===== config.mk =====
export PLATFORM = sky130hd
export DESIGN_NAME = sact_front
export DESIGN_NICKNAME = d
export VERILOG_FILES = /design/src/hw/rtl/assert_macros.svh /design/src/hw/rtl/sact_pkg.sv /design/src/hw/rtl/sact_front.sv
export SDC_FILE = /design/constraint.sdc
export NUM_CORES = 1
export LEC_CHECK = 0
export ABC_AREA = 1
export BUFFER_PORTS_ARGS = -buffer_cell sky130_fd_sc_hd__buf_4
export CORE_MARGIN = 2
export CORE_UTILIZATION = 46
export DETAILED_ROUTE_END_ITERATION = 16
export GPL_ROUTABILITY_DRIVEN = 0
export PLACE_DENSITY = 0.76
export REMOVE_ABC_BUFFERS = 1
export SLEW_MARGIN = 0
export SYNTH_ARGS = -nofsm -noshare
export SYNTH_HDL_FRONTEND = slang
export SYNTH_SLANG_ARGS = --single-unit

===== constraint.sdc =====
create_clock -name clk_i -period 2.45 [get_ports clk_i]
set_input_delay 0.1225 -clock clk_i [delete_from_list [all_inputs] [get_ports clk_i]]
set_output_delay 0.1225 -clock clk_i [all_outputs]
set_load 0.03 [all_outputs]

===== src/hw/rtl/assert_macros.svh =====
// Assertion helper macros for the cache tag engine.
`ifndef ASSERT_MACROS_SVH
`define ASSERT_MACROS_SVH

// Assert a property on the rising clock edge, disabled while in reset.
`define ASSERT_CLK(label, clk, rst_n, prop, msg) \
  label: assert property (@(posedge clk) disable iff (!rst_n) (prop)) else $error(msg);

// Assert a property on the rising clock edge, also during reset.
`define ASSERT_ALWAYS(label, clk, prop, msg) \
  label: assert property (@(posedge clk) (prop)) else $error(msg);

`endif


===== src/hw/rtl/sact_pkg.sv =====
// ----------------------------------------------------------------------------
// sact_pkg
// Types and constants shared by the cache tag engine modules.
// ----------------------------------------------------------------------------
`default_nettype none

package sact_pkg;

  localparam logic OP_ACCESS = 1'b0;
  localparam logic OP_CLEAR  = 1'b1;

  localparam logic [1:0] POL_LRU    = 2'd0;
  localparam logic [1:0] POL_FIFO   = 2'd1;
  localparam logic [1:0] POL_RANDOM = 2'd2;

  localparam logic REG_POLICY = 1'b0;
  localparam logic REG_SEED   = 1'b1;

  localparam logic [15:0] LFSR_MASK = 16'hB400;

  typedef struct packed {
    logic        operation;
    logic [31:0] address;
  } req_t;

  typedef struct packed {
    logic        hit;
    logic        evicted;
    logic [1:0]  way;
    logic [31:0] hit_count;
    logic [31:0] miss_count;
    logic [31:0] eviction_count;
  } rsp_t;

  typedef struct packed {
    logic [1:0]  index;
    logic [31:0] data;
  } cfg_t;

  function automatic logic [31:0] sat_inc(input logic [31:0] v);
    sat_inc = (v == 32'hFFFF_FFFF) ? v : v + 32'd1;
  endfunction

endpackage

`default_nettype wire


===== src/hw/rtl/sact_front.sv =====
// ----------------------------------------------------------------------------
// sact_front
// Accepts request beats and holds them in a small queue.
// ----------------------------------------------------------------------------
`default_nettype none

module sact_front #(
  parameter int DEPTH = 2
) (
  input  wire                  clk_i,
  input  wire                  rst_ni,
  input  wire                  in_valid_i,
  output logic                 in_stall_o,
  input  sact_pkg::req_t       in_data_i,
  output logic                 q_valid_o,
  input  wire                  q_pop_i,
  output sact_pkg::req_t       q_data_o
);
  import sact_pkg::*;

  localparam int PW = (DEPTH > 1) ? $clog2(DEPTH) : 1;

  req_t           mem_q [DEPTH];
  logic [PW-1:0]  wr_q, rd_q;
  logic [PW:0]    cnt_q;
  logic           push;

  assign in_stall_o = (cnt_q == (PW+1)'(DEPTH));
  assign push       = in_valid_i && !in_stall_o;
  assign q_valid_o  = (cnt_q != '0);
  assign q_data_o   = mem_q[rd_q];

  always_ff @(posedge clk_i) begin
    if (push) begin
      mem_q[wr_q] <= in_data_i;
    end
  end

  always_ff @(posedge clk_i or negedge rst_ni) begin
    if (!rst_ni) begin
      wr_q  <= '0;
      rd_q  <= '0;
      cnt_q <= '0;
    end else begin
      if (push) begin
        wr_q <= (wr_q == PW'(DEPTH-1)) ? '0 : wr_q + PW'(1);
      end
      if (q_pop_i) begin
        rd_q <= (rd_q == PW'(DEPTH-1)) ? '0 : rd_q + PW'(1);
      end
      cnt_q <= cnt_q + (PW+1)'(push) - (PW+1)'(q_pop_i);
    end
  end
endmodule

`default_nettype wire


### Yosys cells after proc, flatten, opt, wreduce, memory -nomap -nowiden

Memories as Yosys holds them, arrays and structs flattened.
Cells that the tools add are included.

| storage, ports and cells | value |
|---|---|
| bits in registers | 4 |
| RAM bits | 66 |
| word-level logic and storage cells | 16 |
| memories | 1 |

| operators by class | value |
|---|---|
| add/sub/neg operators | 4 |
| equality and inequality tests | 1 |
| muxes and demuxes | 4 |
| reduce and logical (&&, ||, !) cells | 3 |

Memory list:

| name | words | bits a word | rd ports | clocked after memory_dff | write ports | line | RTL |
|---|---|---|---|---|---|---|---|
| mem_q | 2 | 33 | 1 | 0 | 1 | sact_front.sv:23 | `req_t mem_q [DEPTH];` |

Operator list:

| cell | number |
|---|---|
| 1-bit 2-to-1 mux | 4 |
| 1-bit adder (second input constant) | 2 |
| 2-bit by 1-bit adder with 2-bit output | 1 |
| 2-bit equality test (second input constant) | 1 |
| 2-bit nonzero test | 1 |
| 2-bit by 1-bit subtractor with 2-bit output | 1 |
| 1-bit logical AND | 1 |
| 1-bit zero test | 1 |

### Logic depth before layout (Yosys ltp)

| depth | value |
|---|---|
| word-level depth | 5 |
| mapped depth | 9 |
| mapped depth without buffers | 9 |

### Worst setup path before layout

OpenSTA, ideal clock, no wires.

| path | value |
|---|---|
| path kind | register to register |
| start point | register cnt_q[1] |
| end point | memory mem_q[1][0] (netlist bit) (enable) |
| library setup time | 0.423 ns |
| arrival time | 1.953 ns |
| setup slack | 0.074 ns |
| stages on the path, launching flop included | 4 |
| period minus slack after synthesis | 2.376 ns |
| cells stage by stage | dfrtp_1 nand2_1 nand2_1 nor2_1 |

| on the way | value |
|---|---|
| cells in the longest elaborated chain, start to end | 5 |

Ends and longest elaborated chain:

| element | line | RTL |
|---|---|---|
| start: declaration | sact_front.sv:25 | `logic [PW:0] cnt_q;` |
| start signal: assignment | sact_front.sv:51 | `cnt_q <= cnt_q + (PW+1)'(push) - (PW+1)'(q_pop_i);` |
| 2-bit equality test | sact_front.sv:28 | `assign in_stall_o = (cnt_q == (PW+1)'(DEPTH));` |
| 1-bit zero test | sact_front.sv:29 | `assign push = in_valid_i && !in_stall_o;` |
| 1-bit logical AND | sact_front.sv:29 |  |
| 1-bit 2-to-1 mux | sact_front.sv:34 | `if (push) begin` |
| 1-bit 2-to-1 mux (not written as such) | sact_front.sv:35 | `mem_q[wr_q] <= in_data_i;` |
| end: declaration | sact_front.sv:23 |  |

Every way passes these cells.

==> results.md <==
- Starting density of the core: approximately half
- CTS H-tree depth: 3
- Simple-gate area share of the yosys netlist: under 10%
- Sw Ratio: 38.5%
- Crit path DAT: 1.81 ns
- Initial antenna violation count: 0
- P&R area growth vs syn: 43.0%
- Number of synthesized register bits: 70
- Fin crit share: 79.0%
- Post-synthesis mux area share: 0%
- CTS max path bufs: 2
- Post-route setup TNS: 0 ns
- FP Rows: 27
- Worst r2r src: cnt_q[1]$_DFF_PN0_
- Switching power: 1.70 mW
- Global-route wire length before repair: around 7500 µm
- Number of buffers created by CTS: 9
- Relative max-transition margin: 58.8%
- Mapped Cells: 200
- DIE WIDTH: 80.2 µm
- Layout Nets: approximately 350
- Grt total ovfl: 0
- TritonCTS clock tree: built
- Worst slew pin tran: a little over 0.6 ns
- CP bufs+invs: 2
- Later-pin clock latency in the skew report: 0.33 ns
- Internal: 2.72 mW
- RSZ-0062 raised after global routing: false
- Overall Global Routing Usage: 16.0%
- Yosys Warn Count: 0
- CP most frequent cell: buf_4
- Worst Path Max Fanout: 42
- Wire per inst: 12.0 µm
- Worst R2R Path Depth: 4
- Synth unique cells: 13
- Pre-CTS WS: 0.843 ns
- Crit path largest cell delay: 0.76 ns
- Largest net degree at the start of global routing: 43
- Clock tree sinks: 70
- Placed cells: 340
- Critical path depth: 4
- Max Cap Viol: 0
- Vias in the first global route: 1665
- Clk_skew: 0.00829 ns
- Vias per inst: 4.45
- Die height: 80.2 µm
- Max Slew Vio Count: 0
- Final WS setup: 0.513 ns
- Syn Area/Cell: 13.3 µm²
- Compound-Gate Fraction of Synth Area: 6.19%
- Setup CP Type: flip-flop to output pin
- Top Ports: 72
- HPWL Detailed: 2990 µm
- Largest family of logic cells by synthesized area: buffers and inverters
- 1st-pass router iterations: 4
- Post-synthesis adder-cell area fraction: 0.938%
- Root Buffer: clkbuf_8
- Post-CTS setup buffer count: 0
- DR DRC count: 0
- Worst Setup EP: q_data_o[26]
- Post-CTS resize count: 0
- Vias: 1741
- Hold Crit Class: input port to flip-flop
- Die Area: 0.00642 mm²
- Max Freq: between 0.5 and 0.6 GHz
- Total Power: about 4.4 mW
- Critical path origin: rd_q$_DFFE_PN0P_
- DRT iter0 DRCs: 65
- Mapped Area: 0.00267 mm²
- N_diodes: 0
- Setup Viol. Count Final: 0
- Seq pwr share: 40.3%
- Layout cells sized above 1: 27.9%
- Peak supply drop: 0.737 mV
- Crit. End Element: output pin
- Period minus WS final: just under 2 ns
- Cell Chain, Critical Path: buf_4, nand2_1, o21ai_0, buf_4
- CP Launch Type: flip-flop
- Slowest CP cell: dfrtp_2
- Power Dens Cells: 1160 mW/mm²
- Clock transition at path regs: around 0.070 ns
- IO buf count: 71
- Largest delay contributor family on the critical path: flip-flops
- Register area share after synthesis: 78.0%
- Reg2reg setup slack: 0.92 ns
- Combinational share of power: 40.7%
- CP required: 2.33 ns
- DRT Wirelength: roughly 4700 µm
- Post-Synth XOR/XNOR Area: 0.328%
- Core ar.: 0.00554 mm²
- Lkg Pwr: 1.66 nW
- Cell Count, Final, Fillers Out: 391
- Status: completed
- R2R Path End: mem_q[1][24]$_DFFE_PP_
- Fillers: 416
- Antenna-violating nets left: 0
- Final Hold Viols: 0
- Clock group share of total power: a little under a fifth
-- flip-flops by register name (all words and copies together), names as in the netlist --
name,flops
mem_q,66
cnt_q,2
rd_q,1
wr_q,1
-- metal layers --
layer	up-vias	GRT usage, %	share of wire (%)	wire length [µm]
met3	13	4.38	5.8	270
met1	783	19.1	43	2010
li1	890	-	-	-
met4	0	9.83	3.0	139
met2	55	25.7	48	2260
met5	-	0	0	0
-- metrics by stage --
stage / instance area [µm²] / util [%] / hold slack [ns]
after floorplan: 2610 / - / -0.173
after global placement: 3280 / 59.3 / -0.0773
after detailed placement: 3280 / 59.3 / -0.0729
after CTS: 3810 / 68.8 / 0.0460
after global routing: 3810 / 68.8 / 0.0741
final: 3810 / 68.8 / 0.0538
-- repair_timing --
item / 4_1_cts / 5_1_grt
hold buffers: 35 / 0
hold endpoints to repair: 71 / 0
setup endpoints to repair: 0 / 0
-- placed cells by master (no fill, tap or decap), drive strengths merged, types with 2 or more instances in the layout --
master | Yosys | layout
buf | 5 | 75
clkbuf | 2 | 9
clkinv | 0 | 6
dfrtp | 4 | 4
dlygate4sd3 | 0 | 35
edfxtp | 66 | 66
ha | 2 | 2
inv | 41 | 41
nand2 | 43 | 43
nand3 | 2 | 2
o21ai | 33 | 33
-- area by class of cell --
| cell class | count | area [µm²] | area share, % |
|---|---|---|---|
| clock buffers | 9 | 124 | 3.25 |
| clock inverters | 7 | 55.1 | 1.44 |
| inverters | 41 | 154 | 4.04 |
| multi-input cells | 82 | 382 | 10.0 |
| flip-flops and latches | 70 | 2080 | 54.6 |
| well taps | 72 | 90.1 | 2.36 |
| repair buffers | 110 | 926 | 24.3 |
-- kinds of logic (layout without fill, tap and decap cells) --
| group | Yosys count | after routing |
|---|---|---|
| adders and majority gates | 2 | 2 |
| xor gates and xnor gates | 1 | 1 |
| and+or+nand+nor | 46 | 46 |
| buffers and inverters | 48 | 167 |
| AOI/OAI and AO/OA | 33 | 33 |
| DFF | 70 | 70 |
-- worst min-delay path: stages --
cell and delay (ns):
buf_4 0.08, nand3_1 0.08, nand2_1 0.07
-- power groups by stage --
stage / logic, mW / registers [mW] / clock network, mW
2_1_floorplan: 1.03 / 1.81 / 0
3_3_place_gp: 1.75 / 1.80 / 0
3_5_place_dp: 1.77 / 1.81 / 0
4_1_cts: 1.82 / 1.78 / 0.858
5_1_grt: 1.95 / 1.82 / 0.909
6_report: 1.80 / 1.78 / 0.839
-- cells in the mapped netlist --
cell type,number,share of area [%]
dfrtp_1,4,3.8
nor2_1,1,0.14
nand3_1,2,0.38
clkbuf_1,2,0.28
edfxtp_1,66,74
nand2_1,43,6.1
o21ai_1,3,0.56
ha_1,2,0.94
xor2_1,1,0.33
buf_2,1,0.19
buf_6,4,1.7
o21ai_0,30,5.6
inv_1,41,5.8
-- worst min-delay path by stage --
stage                          start                 end  slack, ns  cells past startpoint
final                     in_valid_i    wr_q$_DFFE_PN0P_       0.05                      3
after global routing      in_valid_i    wr_q$_DFFE_PN0P_       0.07                      3
after CTS                 in_valid_i    wr_q$_DFFE_PN0P_       0.05                      3
after detailed placement      rst_ni  cnt_q[0]$_DFF_PN0_      -0.07                      1
after global placement        rst_ni    wr_q$_DFFE_PN0P_      -0.08                      1
after floorplan               rst_ni  cnt_q[0]$_DFF_PN0_      -0.17                      0
No activity file was read; power rests on OpenSTA's default activity.
